<file path="src/rtl/csf_pkg.sv">
// Shared constants and types for the case-folded substring filter.
package csf_pkg;

   localparam int PATTERN_MAX_DEFAULT = 16;
   localparam int NAME_BYTES_DEFAULT  = 63;

   localparam int PATTERN_WORD_BITS = 64;
   localparam int LENGTH_BITS       = 5;
   localparam int TEXT_BITS         = 7;
   localparam int PBYTE_BITS        = 8;
   localparam int COUNT_BITS        = 16;

   localparam logic [8:0] CASE_SPLIT  = 9'd96;
   localparam logic [8:0] CASE_OFFSET = 9'd32;

   localparam logic [COUNT_BITS-1:0] COUNT_MAX = {COUNT_BITS{1'b1}};

   // Register indexes on the csr channel
   localparam logic [1:0] REG_PATTERN_LOW    = 2'd0;
   localparam logic [1:0] REG_PATTERN_HIGH   = 2'd1;
   localparam logic [1:0] REG_PATTERN_LENGTH = 2'd2;

   // Per-transaction control broadcast to every cell
   typedef struct packed {
      logic update;  // byte is compared and shifted in
      logic fresh;   // first of list: drop previous vector
      logic drop;    // last of name: clear after this byte
   } cell_ctrl_type;

endpackage

</file>
<file path="src/rtl/case_folded_substring_filter.sv">
// Each name's result is registered onto rsp in the cycle after its last byte is accepted.
// One byte per cycle while req_tready is high; the shift-and cells update together.
// A result waiting in the output register stalls req only while rsp_tready is low.
// Reset (synchronous, active high) clears the pattern registers, the match vector,
// the found flag, the byte position, the match count and the output valid.
module case_folded_substring_filter #(
   parameter int PATTERN_MAX = csf_pkg::PATTERN_MAX_DEFAULT,
   parameter int NAME_BYTES  = csf_pkg::NAME_BYTES_DEFAULT
) (
   input  logic        clock,
   input  logic        reset,
   input  logic        req_tvalid,
   output logic        req_tready,
   input  logic [7:0]  req_tdata,   // [6:0] text_byte, [7] zero
   input  logic        req_tlast,   // last_of_name
   input  logic        req_tuser,   // first_of_list
   output logic        rsp_tvalid,
   input  logic        rsp_tready,
   output logic [23:0] rsp_tdata,   // [0] name_matched, [16:1] match_count, [23:17] zero
   input  logic        csr_valid,
   output logic        csr_ready,
   input  logic [1:0]  csr_index,
   input  logic [63:0] csr_data
);

   localparam int POS_BITS = $clog2(NAME_BYTES + 1);
   localparam logic [POS_BITS-1:0] POS_LIMIT = POS_BITS'(NAME_BYTES);
   localparam logic [csf_pkg::LENGTH_BITS-1:0] LEN_LIMIT = csf_pkg::LENGTH_BITS'(PATTERN_MAX);

   logic [csf_pkg::PATTERN_WORD_BITS-1:0] pat_low_ff;
   logic [csf_pkg::PATTERN_WORD_BITS-1:0] pat_high_ff;
   logic [csf_pkg::LENGTH_BITS-1:0]       pat_len_ff;
   logic [2*csf_pkg::PATTERN_WORD_BITS-1:0] pat_all;
   logic [csf_pkg::LENGTH_BITS-1:0]       len_eff;

   logic                          found_ff, found_in;
   logic [POS_BITS-1:0]           pos_ff, pos_in, pos_eff;
   logic [csf_pkg::COUNT_BITS-1:0] count_ff, count_in, count_eff;
   logic                          rsp_valid_ff, rsp_valid_in;
   logic                          rsp_match_ff, rsp_match_in;
   logic [csf_pkg::COUNT_BITS-1:0] rsp_count_ff, rsp_count_in;

   logic                          accept;
   logic                          first;
   logic                          in_name;
   logic                          active;
   logic                          hit_name;
   logic                          tail_hit;
   logic [csf_pkg::TEXT_BITS-1:0] text;
   csf_pkg::cell_ctrl_type        ctrl;

   logic [PATTERN_MAX-1:0] cell_bit;
   logic [PATTERN_MAX-1:0] cell_next;
   logic [PATTERN_MAX-1:0] cell_link;
   logic [PATTERN_MAX-1:0] cell_en;

   assign csr_ready  = 1'b1;
   assign req_tready = !rsp_valid_ff || rsp_tready;
   assign accept     = req_tvalid && req_tready;
   assign text       = req_tdata[csf_pkg::TEXT_BITS-1:0];
   assign first      = req_tuser;

   assign pat_all = {pat_high_ff, pat_low_ff};
   assign len_eff = (pat_len_ff > LEN_LIMIT) ? LEN_LIMIT : pat_len_ff;

   assign pos_eff   = first ? '0 : pos_ff;
   assign count_eff = first ? '0 : count_ff;
   assign in_name   = pos_eff < POS_LIMIT;
   assign active    = in_name && (text != '0);

   assign ctrl.update = accept && active;
   assign ctrl.fresh  = accept && first;
   assign ctrl.drop   = accept && req_tlast;

   // Row of cells; each takes its left neighbor's bit, the head takes a one
   genvar k;
   generate
      for (k = 0; k < PATTERN_MAX; k++) begin : g_cell
         if (k == 0) begin : g_head
            assign cell_link[k] = 1'b1;
         end else begin : g_body
            assign cell_link[k] = first ? 1'b0 : cell_bit[k-1];
         end
         assign cell_en[k] = csf_pkg::LENGTH_BITS'(k) < len_eff;

         csf_cell u_cell (
            .clock        (clock),
            .reset        (reset),
            .ctrl         (ctrl),
            .text_byte    (text),
            .pattern_byte (pat_all[k*csf_pkg::PBYTE_BITS +: csf_pkg::PBYTE_BITS]),
            .enable       (cell_en[k]),
            .link_in      (cell_link[k]),
            .bit_out      (cell_bit[k]),
            .bit_next     (cell_next[k])
         );
      end
   endgenerate

   // Pattern complete when the cell at length-1 is set
   always_comb begin
      tail_hit = 1'b0;
      for (int i = 0; i < PATTERN_MAX; i++) begin
         if (csf_pkg::LENGTH_BITS'(i + 1) == len_eff) begin
            tail_hit = tail_hit | cell_next[i];
         end
      end
   end

   always_comb begin
      found_in     = found_ff;
      pos_in       = pos_ff;
      count_in     = count_ff;
      rsp_valid_in = rsp_valid_ff && !rsp_tready;
      rsp_match_in = rsp_match_ff;
      rsp_count_in = rsp_count_ff;
      hit_name     = 1'b0;
      if (accept) begin
         found_in = (first ? 1'b0 : found_ff) | (active & tail_hit);
         if (active) begin
            pos_in = pos_eff + 1'b1;
         end else if (in_name) begin
            pos_in = POS_LIMIT;
         end else begin
            pos_in = pos_eff;
         end
         count_in = count_eff;
         if (req_tlast) begin
            hit_name = found_in || (len_eff == '0);
            if (hit_name && (count_eff != csf_pkg::COUNT_MAX)) begin
               count_in = count_eff + 1'b1;
            end
            rsp_valid_in = 1'b1;
            rsp_match_in = hit_name;
            rsp_count_in = count_in;
            found_in     = 1'b0;
            pos_in       = '0;
         end
      end
   end

   always_ff @(posedge clock) begin
      if (reset) begin
         pat_low_ff   <= '0;
         pat_high_ff  <= '0;
         pat_len_ff   <= '0;
         found_ff     <= 1'b0;
         pos_ff       <= '0;
         count_ff     <= '0;
         rsp_valid_ff <= 1'b0;
      end else begin
         if (csr_valid && csr_ready) begin
            unique case (csr_index)
               csf_pkg::REG_PATTERN_LOW:    pat_low_ff  <= csr_data;
               csf_pkg::REG_PATTERN_HIGH:   pat_high_ff <= csr_data;
               csf_pkg::REG_PATTERN_LENGTH: pat_len_ff  <= csr_data[csf_pkg::LENGTH_BITS-1:0];
               default: ;
            endcase
         end
         found_ff     <= found_in;
         pos_ff       <= pos_in;
         count_ff     <= count_in;
         rsp_valid_ff <= rsp_valid_in;
      end
   end

   // Payload holds while the result waits
   always_ff @(posedge clock) begin
      rsp_match_ff <= rsp_match_in;
      rsp_count_ff <= rsp_count_in;
   end

   assign rsp_tvalid = rsp_valid_ff;
   assign rsp_tdata  = {7'b0, rsp_count_ff, rsp_match_ff};

endmodule

</file>
<file path="src/rtl/csf_cell.sv">
// One shift-and cell: holds one partial-match bit and compares one pattern byte.
module csf_cell (
   input  logic                          clock,
   input  logic                          reset,
   input  csf_pkg::cell_ctrl_type        ctrl,
   input  logic [csf_pkg::TEXT_BITS-1:0] text_byte,
   input  logic [csf_pkg::PBYTE_BITS-1:0] pattern_byte,
   input  logic                          enable,
   input  logic                          link_in,
   output logic                          bit_out,
   output logic                          bit_next
);

   logic       bit_ff;
   logic       bit_in;
   logic       hit;
   logic [8:0] t_ext;
   logic [8:0] p_ext;

   assign t_ext = {2'b00, text_byte};
   assign p_ext = {1'b0, pattern_byte};

   // Equal, or the other letter case on either side of the split
   assign hit = (t_ext == p_ext) ||
                ((t_ext < csf_pkg::CASE_SPLIT) && (t_ext + csf_pkg::CASE_OFFSET == p_ext)) ||
                ((t_ext > csf_pkg::CASE_SPLIT) && (t_ext == p_ext + csf_pkg::CASE_OFFSET));

   always_comb begin
      if (ctrl.update) begin
         bit_next = link_in & enable & hit;
      end else if (ctrl.fresh) begin
         bit_next = 1'b0;
      end else begin
         bit_next = bit_ff;
      end
      bit_in = ctrl.drop ? 1'b0 : bit_next;
   end

   always_ff @(posedge clock) begin
      if (reset) begin
         bit_ff <= 1'b0;
      end else begin
         bit_ff <= bit_in;
      end
   end

   assign bit_out = bit_ff;

endmodule

</file>
<file path="config.mk">
export PLATFORM = sky130hd
export DESIGN_NAME = case_folded_substring_filter
export DESIGN_NICKNAME = d
export VERILOG_FILES = /design/src/rtl/csf_pkg.sv /design/src/rtl/case_folded_substring_filter.sv /design/src/rtl/csf_cell.sv
export SDC_FILE = /design/constraint.sdc
export NUM_CORES = 1
export LEC_CHECK = 0
export BUFFER_PORTS_ARGS = -buffer_cell sky130_fd_sc_hd__buf_2
export CAP_MARGIN = 20
export CORE_AREA = 2 2 211 213
export CTS_CLUSTER_SIZE = 14
export DETAILED_ROUTE_END_ITERATION = 10
export DIE_AREA = 0 0 213 215
export PLACE_DENSITY = 0.39
export RECOVER_POWER = 50
export SLEW_MARGIN = 20
export SYNTH_ARGS = -nofsm -noshare
export SYNTH_HDL_FRONTEND = slang
export SYNTH_SLANG_ARGS = --single-unit
</file>
<file path="constraint.sdc">
create_clock -name clock -period 5.9 [get_ports clock]
set_clock_uncertainty 0.2 [all_clocks]
set_input_delay 0.885 -clock clock [delete_from_list [all_inputs] [get_ports clock]]
set_output_delay 0.885 -clock clock [all_outputs]
set_load 0.03 [all_outputs]
</file>
After elaboration in Yosys (flattened, before gate mapping) --
Index checks and enable logic that the tools add are counted.
Cells by class: equal/unequal tests 67, order comparisons 20, reduce and logical (&&, ||, !) cells 83, multiplexer cells 75, bitwise logic cells 48, $add $sub $neg 19
Operators by type and width (count):
- 8-bit by 6-bit adder with 9-bit output (second input constant) | 16
- 7-bit by 9-bit == test with 1-bit output | 16
- 9-bit by 8-bit == test with 1-bit output | 16
- 7-bit by 8-bit == test with 1-bit output | 16
- 1-bit 2-to-1 mux | 67
- 16-bit 2-to-1 mux | 3
- 4-bit by 5-bit == test with 1-bit output (first input constant) | 8
- 4-bit by 5-bit < comparator with 1-bit output (first input constant) | 8
- 1-bit logical AND | 39
- 1-bit logical OR | 34
- 1-bit bitwise AND | 32
- 6-bit 2-to-1 mux | 4
- 3-bit by 5-bit == test with 1-bit output (first input constant) | 4
- 3-bit by 5-bit < comparator with 1-bit output (first input constant) | 4
- 16-bit by 1-bit adder with 16-bit output (second input constant) | 1
- 16-bit inequality test (second input constant) | 1
- 1-bit bitwise OR | 16
- 2-bit by 5-bit == test with 1-bit output (first input constant) | 2
- 1-bit by 5-bit < comparator with 1-bit output (first input constant) | 2
- 2-bit by 5-bit < comparator with 1-bit output (first input constant) | 2
- 7-bit by 6-bit adder with 8-bit output (second input constant) | 1
- 2-bit AND reduction | 4
- 7-bit greater-than comparator (second input constant) | 1
- 7-bit < comparator (second input constant) | 1
- other kinds (13) | 14
Word-level totals: logic and storage cells 337, output and inout bits 27, bits of input ports 81, flip-flop bits (word level) 190

Depth between registers and ports, before layout --
Gate-level depths: netlist (run 1).
depth after elaboration 44, depth in mapped cells 17, gate-level depth less buffers 11

Hierarchy --
From an unflattened synthesis (run 1), not the netlist that was laid out.
Second synthesis, totals: cells, all modules 1410, area total of the unflattened synthesis 11308.3 um2
Modules (own cells, without submodules):
- case_folded_substring_filter | area each 7324.5 um2, times used 1, cells each 898, sequential area each 3653.5 um2
- csf_cell | area each 249.0 um2, times used 16, cells each 32, sequential area each 20.0 um2

Worst setup path before layout (run 1) --
OpenSTA, ideal clock, no wires.
kind input-to-reg, start point in req_tuser, end point reg rsp_count_ff[6] in the netlist's numbering (data pin), setup time 258 ps, data required time 5442 ps, data arrival time 4225 ps, slack 1218 ps, cell stages on the path 16, path buffers 5, cell sequence clkbuf_1 > buf_1 > clkbuf_1 > nor2b_1 > ha_1 > nand3b_1 > o211ai_1 > or4_1 > a2111oi_0 > a2111oi_0 > and4_1 > buf_6 > a21oi_4 > buf_2 > nand2_1 > xnor2_1
Between the ends: cells in the longest elaborated chain, start to end 41, elaborated cells on any way between the ends 122, those cells by class add/sub: 1; order compare: 1; eq/ne: 1; mux: 67; bitwise: 47; reduce/logical: 5
RTL lines:
- start, declared | RTL line case_folded_substring_filter.sv:16 | input logic req_tuser,
- 6-bit 2-to-1 mux | RTL line case_folded_substring_filter.sv:66 | assign pos_eff = first ? '0 : pos_ff;
- 6-bit < comparator | RTL line case_folded_substring_filter.sv:68 | assign in_name = pos_eff < POS_LIMIT;
- 1-bit logical AND | RTL line case_folded_substring_filter.sv:69 | assign active = in_name && (text != '0);
- 1-bit logical AND | RTL line case_folded_substring_filter.sv:71 | assign ctrl.update = accept && active;
- 1-bit 2-to-1 mux | RTL line csf_cell.sv:29 | if (ctrl.update) begin
- 1-bit 2-to-1 mux | RTL line case_folded_substring_filter.sv:104 | if (csf_pkg::LENGTH_BITS'(i + 1) == len_eff) begin
- 1-bit bitwise OR | RTL line case_folded_substring_filter.sv:105 | tail_hit = tail_hit | cell_next[i];
- 1-bit 2-to-1 mux | RTL line case_folded_substring_filter.sv:104
- [... 25 more ...]
- 1-bit 2-to-1 mux | RTL line case_folded_substring_filter.sv:104
- 1-bit bitwise OR | RTL line case_folded_substring_filter.sv:105
- 1-bit 2-to-1 mux | RTL line case_folded_substring_filter.sv:104
- 1-bit bitwise AND | RTL line case_folded_substring_filter.sv:119 | found_in = (first ? 1'b0 : found_ff) | (active & tail_hit);
- 1-bit bitwise OR | RTL line case_folded_substring_filter.sv:119
- 1-bit logical OR | RTL line case_folded_substring_filter.sv:129 | hit_name = found_in || (len_eff == '0);
- 1-bit logical AND | RTL line case_folded_substring_filter.sv:130 | if (hit_name && (count_eff != csf_pkg::COUNT_MAX)) begin
- 16-bit 2-to-1 mux * | RTL line case_folded_substring_filter.sv:130
- end signal, assigned | RTL line case_folded_substring_filter.sv:170 | rsp_count_ff <= rsp_count_in;
- end, declared | RTL line case_folded_substring_filter.sv:41 | logic [csf_pkg::COUNT_BITS-1:0] rsp_count_ff, rsp_count_in;
Mark *: on every way between the ends. The rest lies on a longest branch, timed or not. A chain may end at the register's enable or synchronous reset.

Worst setup path in the final report (run 1) --
start point in req_tuser, end point reg count_ff[1] in the netlist's numbering
Between the ends: cells in the longest elaborated chain, start to end 42, elaborated cells on any way between the ends 123, those cells by class add/sub: 1; order compare: 1; eq/ne: 1; mux: 68; bitwise: 47; reduce/logical: 5
RTL lines:
- 6-bit 2-to-1 mux | RTL line case_folded_substring_filter.sv:66
- 6-bit < comparator | RTL line case_folded_substring_filter.sv:68
- 1-bit logical AND | RTL line case_folded_substring_filter.sv:69
- 1-bit logical AND | RTL line case_folded_substring_filter.sv:71
- 1-bit 2-to-1 mux | RTL line csf_cell.sv:29
- 1-bit 2-to-1 mux | RTL line case_folded_substring_filter.sv:104
- 1-bit bitwise OR | RTL line case_folded_substring_filter.sv:105
- 1-bit 2-to-1 mux | RTL line case_folded_substring_filter.sv:104
- [... 26 more ...]
- 1-bit bitwise OR | RTL line case_folded_substring_filter.sv:105
- 1-bit 2-to-1 mux | RTL line case_folded_substring_filter.sv:104
- 1-bit bitwise AND | RTL line case_folded_substring_filter.sv:119
- 1-bit bitwise OR | RTL line case_folded_substring_filter.sv:119
- 1-bit logical OR | RTL line case_folded_substring_filter.sv:129
- 1-bit logical AND | RTL line case_folded_substring_filter.sv:130
- 16-bit 2-to-1 mux | RTL line case_folded_substring_filter.sv:130
- 16-bit 2-to-1 mux * | RTL line case_folded_substring_filter.sv:128 | if (req_tlast) begin
- end signal, assigned | RTL line case_folded_substring_filter.sv:162 | count_ff <= count_in;
- end, declared | RTL line case_folded_substring_filter.sv:38 | logic [csf_pkg::COUNT_BITS-1:0] count_ff, count_in, count_eff;
Marked as above.

==> qor.json, run 1 <==
{
  "cell_area_after_placement_um2": 11700,
  "post_synth_instance_area_um2": 10700,
  "starting_density_of_the_core": 0.246,
  "finish.net_count": 1500,
  "slew_viol_final": 130,
  "worst_pin_slew_ns": 3.52,
  "period_share": 0.784,
  "avgViaCountPerCell": 4.79,
  "hpwlAfterDp_mm": 24.9,
  "drive_above_1_share": 0.118,
  "wire_length_of_the_first_global_routing_pass_mm": 55.4,
  "firstDrtPassIters": 4,
  "post-layout-total-power_mw": 2.97,
  "synth-main-ff-cell": "sky130_fd_sc_hd__dfxtp_1",
  "first_global_vias": 9306,
  "worst_setup_path_start_kind": "primary input",
  "postcts_setup_bufs": 0,
  "power_leakage_nw": 4.31,
  "synth-seq-area-share": 0.371,
  "synth_edf_count": 17,
  "num_antenna_cells": 0,
  "numClockSinks": 190,
  "post-synth-top-area-cell": "sky130_fd_sc_hd__dfxtp_1",
  "timing_worst_setup_path_type": "primary input to flop",
  "cts_hold_buffers": 0,
  "syn-instance-count": 1349,
  "finalNonFillerCells": 2004,
  "setup_viol": 0,
  "synthToLayoutAreaGrowth_pct": 14.3,
  "yosys_warnings": 0,
  "cp_max_fo": 13,
  "die_y_um": 215,
  "synth_top_area_frac": 0.323,
  "maximum_number_of_pins_on_one_net_before_global_route_repair": 85,
  "synthTopCellsByArea": "sky130_fd_sc_hd__dfxtp_1, sky130_fd_sc_hd__nand2_1, sky130_fd_sc_hd__a21oi_1",
  "synth_compound_gate_area_share": 0.178,
  "post_synthesis_xor_xnor_area_fraction": 0.130,
  "clock_tree_from_tritoncts": "yes",
  "utilization": 0.281,
  "yosys.area_share.simple": 0.234,
  "cts_inserted_buffers": 17,
  "clk_pin_slew_worst_paths_ns": 0.07,
  "wl_per_cell_um": 18.0,
  "worstSkewPairLatency_ns": 0.46,
  "cts_buffer_depth": 2,
  "synth_area_per_cell_um2": 7.94,
  "core.rowCount": 77,
  "endpoint_kind": "flop",
  "design.die.area_um2": 45800,
  "post_cts_resized": 0,
  "worst_ep_required_time_ns": 6.05,
  "grt_remaining_overflow": 0,
  "ios": 108,
  "chipWidth_um": 213,
  "wirelength_mm": 36.1,
  "totalNegativeSetupSlack_ns": 0,
  "total_routing_usage_gr": 0.160,
  "period_needed_ns": 4.63,
  "gp_routability_congestion": 0.851,
  "worst_slack_ns": 1.27,
  "stdcell_area_um2": 12300,
  "async_set_or_reset_register_ratio_after_synthesis": 0,
  "violations": "capacitance limit, slew limit",
  "ir_worst_vdd_mv": 0.175,
  "dominant_combinational_cell_family_by_area_after_synthesis": "simple AND/OR/NAND/NOR gates",
  "port_buffers": 98,
  "ys_seq_elements": 190,
  "cap_violations": 2,
  "status": "finished with violations",
  "cts_max_level": 4,
  "rsz0062_at_grt": "false",
  "synthMuxAreaShare": 0.0128,
  "vias": 9605,
  "fillCellCount": 4793,
  "holdCritPathClass": "flop to flop",
  "hold_violations": 0,
  "cts_root_buffer": "sky130_fd_sc_hd__clkbuf_16",
  "share_of_synthesized_cell_area_in_full_adder_half_adder_and_majority_cells": 0.0222,
  "synth.distinct_cells": 85,
  "grt_antenna_before_repair": 1,
  "fmaxAchievable_ghz": 0.216,
  "total_placed_cells_including_tap_cells": 1973,
  "holdWs_ns": 0.261,
  "first_iter_violations": 536,
  "pre_cts_ws_ns": 0.951,
  "worst_slew_margin_rel": -1.34,
  "power_density_nw_per_um2": 242,
  "ant_nets": 0,
  "coreArea_um2": 43600,
  "drc": 0,
  "worstPathArrival_ns": 4.77,
  "reg2reg_setup_slack_ns": 1.58
}
==> metal layers <==
| metal | vias up | wire length, um | track usage |
|---|---|---|---|
| met3 | 45 | 1490 | 0.0302 |
| li1 | 4717 | - | - |
| met5 | - | 11 | 0 |
| met1 | 4632 | 17100 | 0.214 |
| met2 | 209 | 16800 | 0.260 |
| met4 | 2 | 695 | 0.0455 |
==> registers in the layout (all words and copies together) (netlist names) <==
register,cells
found_ff,1
g_cell.u_cell.bit_out,16
pat_high_ff,64
count_ff,16
rsp_count_ff,16
pat_len_ff,5
pos_ff,6
pat_low_ff,64
rsp_match_ff,1
rsp_tvalid,1
==> cells in the final DEF, fill, tap and decap left out, types with 7 or more instances in the layout <==
cell,count
sky130_fd_sc_hd__o21ai_0,28
sky130_fd_sc_hd__o211ai_1,10
sky130_fd_sc_hd__nand2_1,320
sky130_fd_sc_hd__edfxtp_1,17
sky130_fd_sc_hd__mux2i_1,10
sky130_fd_sc_hd__clkbuf_1,25
sky130_fd_sc_hd__clkbuf_16,17
sky130_fd_sc_hd__nor3_1,15
sky130_fd_sc_hd__and2_1,7
sky130_fd_sc_hd__ha_1,19
sky130_fd_sc_hd__and3_1,8
sky130_fd_sc_hd__nand2b_1,9
sky130_fd_sc_hd__dfxtp_1,173
sky130_fd_sc_hd__buf_4,29
sky130_fd_sc_hd__buf_2,77
sky130_fd_sc_hd__nor4_1,8
sky130_fd_sc_hd__xor2_1,75
sky130_fd_sc_hd__nand3_1,25
sky130_fd_sc_hd__and4_1,10
sky130_fd_sc_hd__or2_2,8
sky130_fd_sc_hd__nand4_1,17
sky130_fd_sc_hd__inv_1,12
sky130_fd_sc_hd__xnor2_1,84
sky130_fd_sc_hd__conb_1,8
sky130_fd_sc_hd__a21oi_1,185
sky130_fd_sc_hd__nor2b_1,13
sky130_fd_sc_hd__nor2_1,63
==> worst paths after layout <==
kind                                        startpoint                       end  depth (start not counted)
worst min-delay path            pos_ff[1]$_SDFFE_PP0P_    pos_ff[1]$_SDFFE_PP0P_                          2
worst max-delay path                         req_tuser  count_ff[1]$_SDFFE_PP0P_                         13
worst max register to register  pos_ff[0]$_SDFFE_PP0P_  count_ff[1]$_SDFFE_PP0P_                         12
worst min register to register  pos_ff[1]$_SDFFE_PP0P_    pos_ff[1]$_SDFFE_PP0P_                          2
==> report_power, final <==
| part | leakage, nW | switching, mW | internal (mW) |
|---|---|---|---|
| Clock | 0.268 | 0.547 | 0.645 |
| Combinational | 2.48 | 0.261 | 0.143 |
| Sequential | 1.56 | 0.0337 | 1.34 |
==> Yosys cell counts (all sizes together) (12+ instances only) <==
| master | n |
|---|---|
| ha | 19 |
| nand4 | 17 |
| buf | 39 |
| clkbuf | 63 |
| nand2 | 321 |
| dfxtp | 173 |
| a21oi | 187 |
| nor3 | 15 |
| nor2 | 64 |
| xnor2 | 84 |
| nand3 | 25 |
| xor2 | 75 |
| nor2b | 13 |
| o21ai | 30 |
| o211ai | 12 |
| edfxtp | 17 |
| inv | 12 |
==> critical path, cell delays in order <==
cell	delay [ns]
sky130_fd_sc_hd__clkbuf_1	0.23
sky130_fd_sc_hd__nor2b_1	0.12
sky130_fd_sc_hd__ha_1	0.26
sky130_fd_sc_hd__nand3b_1	0.15
sky130_fd_sc_hd__o211ai_1	0.31
sky130_fd_sc_hd__or4_1	0.59
sky130_fd_sc_hd__a2111oi_0	0.62
sky130_fd_sc_hd__a2111oi_0	0.13
sky130_fd_sc_hd__and4_1	0.38
sky130_fd_sc_hd__a21oi_4	0.39
sky130_fd_sc_hd__buf_4	0.20
sky130_fd_sc_hd__mux2_4	0.30
sky130_fd_sc_hd__a22o_1	0.19
==> cells by family (layout without fill, tap and decap cells) <==
logic type | Yosys count | in the layout
fa+ha+maj | 19 | 19
mux | 13 | 13
simple gates | 545 | 545
xor+xnor | 159 | 159
flops | 190 | 190
other cells | 2 | 8
buf+inv | 114 | 171
compound gates | 307 | 307
==> layout make-up <==
type	instances	area [um2]	share of cell area
clock buffer	22	464	0.0379
clock inverter	9	113	0.00919
inverter	12	45.0	0.00368
multi-input combinational	1051	6230	0.509
sequential	190	3970	0.324
tap	592	741	0.0604
timing repair buffer	128	686	0.0559
(Power assumes the default switching activity.)
==> run 2, diff against run 1 <==
PLACE_DENSITY = 0.4   (was 0.39)
clock period = 4.17 ns   (was 5.9 ns; I/O delays follow)
==> run 2 against run 1 <==
Against the previous run: the flow still finishes with violations (capacitance limit, slew limit); global-route usage increased by 0.17 points; clock power rose by 42%; final cell count is 2.6% higher; combinational power rose by 52%; critical path depth unchanged; via count shrank 0.17%; non-clock buffer count increased by 51; core utilization is 1.0 points higher; critical path type is now flop to flop; critical endpoint unchanged; largest power group unchanged; highest routed layer is now met4.
==> qor.json, run 2 (same netlist as run 1, synthesis figures left out) <==
{
  "status": "finished with violations",
  "violations": "capacitance limit, slew limit",
  "first_iter_violations": 495,
  "worstPathArrival_ns": 4.02,
  "core.rowCount": 77,
  "endpoint_kind": "flop",
  "grt_antenna_before_repair": 1,
  "max_stage_delay_ns": 0.53,
  "utilization": 0.291,
  "ant_nets": 0,
  "cts_root_buffer": "sky130_fd_sc_hd__clkbuf_16",
  "wirelength_mm": 36.2,
  "first_global_vias": 9309,
  "chipWidth_um": 213,
  "postcts_setup_bufs": 0,
  "power_leakage_nw": 4.60,
  "worst_slew_margin_rel": -0.748,
  "hold_violations": 0,
  "drive_above_1_share": 0.154,
  "die_y_um": 215,
  "holdWs_ns": 0.179,
  "cts_inserted_buffers": 17,
  "crit_chain": "nor2b_1 > ha_1 > nand3b_1 > o211ai_1 > or4_1 > a2111oi_0 > buf_4 > a2111oi_0 > and4_1 > a21oi_4 > buf_12 > mux2_4 > a22o_1",
  "ios": 108,
  "cap_violations": 2,
  "slew_viol_final": 144,
  "post-layout-total-power_mw": 4.24,
  "timing_worst_setup_path_type": "flop to flop",
  "reg.largest.list": "pat_high_ff x64, pat_low_ff x64",
  "firstDrtPassIters": 5,
  "starting_density_of_the_core": 0.246,
  "pre_cts_ws_ns": -0.0476,
  "worst_slack_ns": 0.330,
  "worst_path_slowest_cell": "sky130_fd_sc_hd__or4_1",
  "cell_area_after_placement_um2": 12200,
  "ir_worst_vdd_mv": 0.285,
  "fillCellCount": 4753,
  "cp_max_fo": 19,
  "timing.critical_path.buf_inv": 2,
  "period_share": 0.921,
  "rsz0062_at_grt": "false",
  "gp_routability_congestion": 0.842,
  "timing.critical_path.mode_cell": "sky130_fd_sc_hd__a2111oi_0",
  "clk_pin_slew_worst_paths_ns": 0.08,
  "cts_max_level": 4,
  "clock_tree_from_tritoncts": "yes",
  "layout_commonest_cell": "sky130_fd_sc_hd__nand2_1",
  "hpwlAfterDp_mm": 25.4,
  "cts_buffer_depth": 2,
  "design.die.area_um2": 45800,
  "worstSkewPairLatency_ns": 0.49,
  "worst_pin_slew_ns": 2.62,
  "avgViaCountPerCell": 4.66,
  "drc": 0,
  "vias": 9589,
  "final_cell_mix": "sky130_fd_sc_hd__nand2_1, sky130_fd_sc_hd__a21oi_1, sky130_fd_sc_hd__dfxtp_1",
  "period_needed_ns": 3.84,
  "total_routing_usage_gr": 0.161,
  "fmaxAchievable_ghz": 0.260,
  "power_density_nw_per_um2": 334,
  "wire_length_of_the_first_global_routing_pass_mm": 55.5,
  "holdCritPathClass": "primary input to flop",
  "worst_ep_required_time_ns": 4.35,
  "wl_per_cell_um": 17.6,
  "worst_setup_path_start_kind": "flop",
  "post_cts_resized": 0,
  "stdcell_area_um2": 12700,
  "synthToLayoutAreaGrowth_pct": 18.5,
  "grt_remaining_overflow": 0,
  "totalNegativeSetupSlack_ns": 0,
  "finish.net_count": 1551,
  "total_placed_cells_including_tap_cells": 2024,
  "finalNonFillerCells": 2056,
  "setup_viol": 0,
  "cts_hold_buffers": 0,
  "port_buffers": 98,
  "numClockSinks": 190,
  "maximum_number_of_pins_on_one_net_before_global_route_repair": 88,
  "coreArea_um2": 43600,
  "worst_path_dominant_cell_family": "simple AND/OR/NAND/NOR gates"
}
run 2: where the power goes:
group	leakage [nW]	switching (mW)	internal (mW)	total, mW
clock	0.274	0.811	0.875	1.69
combinational	2.77	0.378	0.236	0.614
sequential	1.56	0.0455	1.89	1.94
run 2: path summary, 6_finish.rpt:
path,slack (ns),cells after the start,to,startpoint
min,0.18,3,pat_low_ff[49]$_SDFFE_PP0P_,csr_data[49]
max,0.33,13,count_ff[1]$_SDFFE_PP0P_,pos_ff[0]$_SDFFE_PP0P_
max reg2reg,0.33,13,count_ff[1]$_SDFFE_PP0P_,pos_ff[0]$_SDFFE_PP0P_
min reg2reg,0.26,2,pos_ff[1]$_SDFFE_PP0P_,pos_ff[1]$_SDFFE_PP0P_
run 2: final cells by class:
cell class              count  area, um2  share of cell area
clock inverters            11        106             0.00837
repair buffers            179       1140              0.0895
diodes                      1       2.50            0.000197
well taps                 592        741              0.0583
clock buffers              20        468              0.0368
flip-flops and latches    190       3970               0.313
inverters                  12       45.0             0.00355
multi-input cells        1051       6230               0.490
run 2: metal layers:
metal	global-route usage	part of all wire	vias to the layer above
li1	-	-	4828
met1	0.216	0.49	4611
met2	0.260	0.47	123
met3	0.0349	0.033	27
met4	0.0459	0.013	0
met5	0	0	-
run 2: tightest hold or removal path, stage by stage:
cell and delay [ns]:
sky130_fd_sc_hd__buf_2 0.11, sky130_fd_sc_hd__nand2_1 0.05, sky130_fd_sc_hd__a21oi_1 0.05
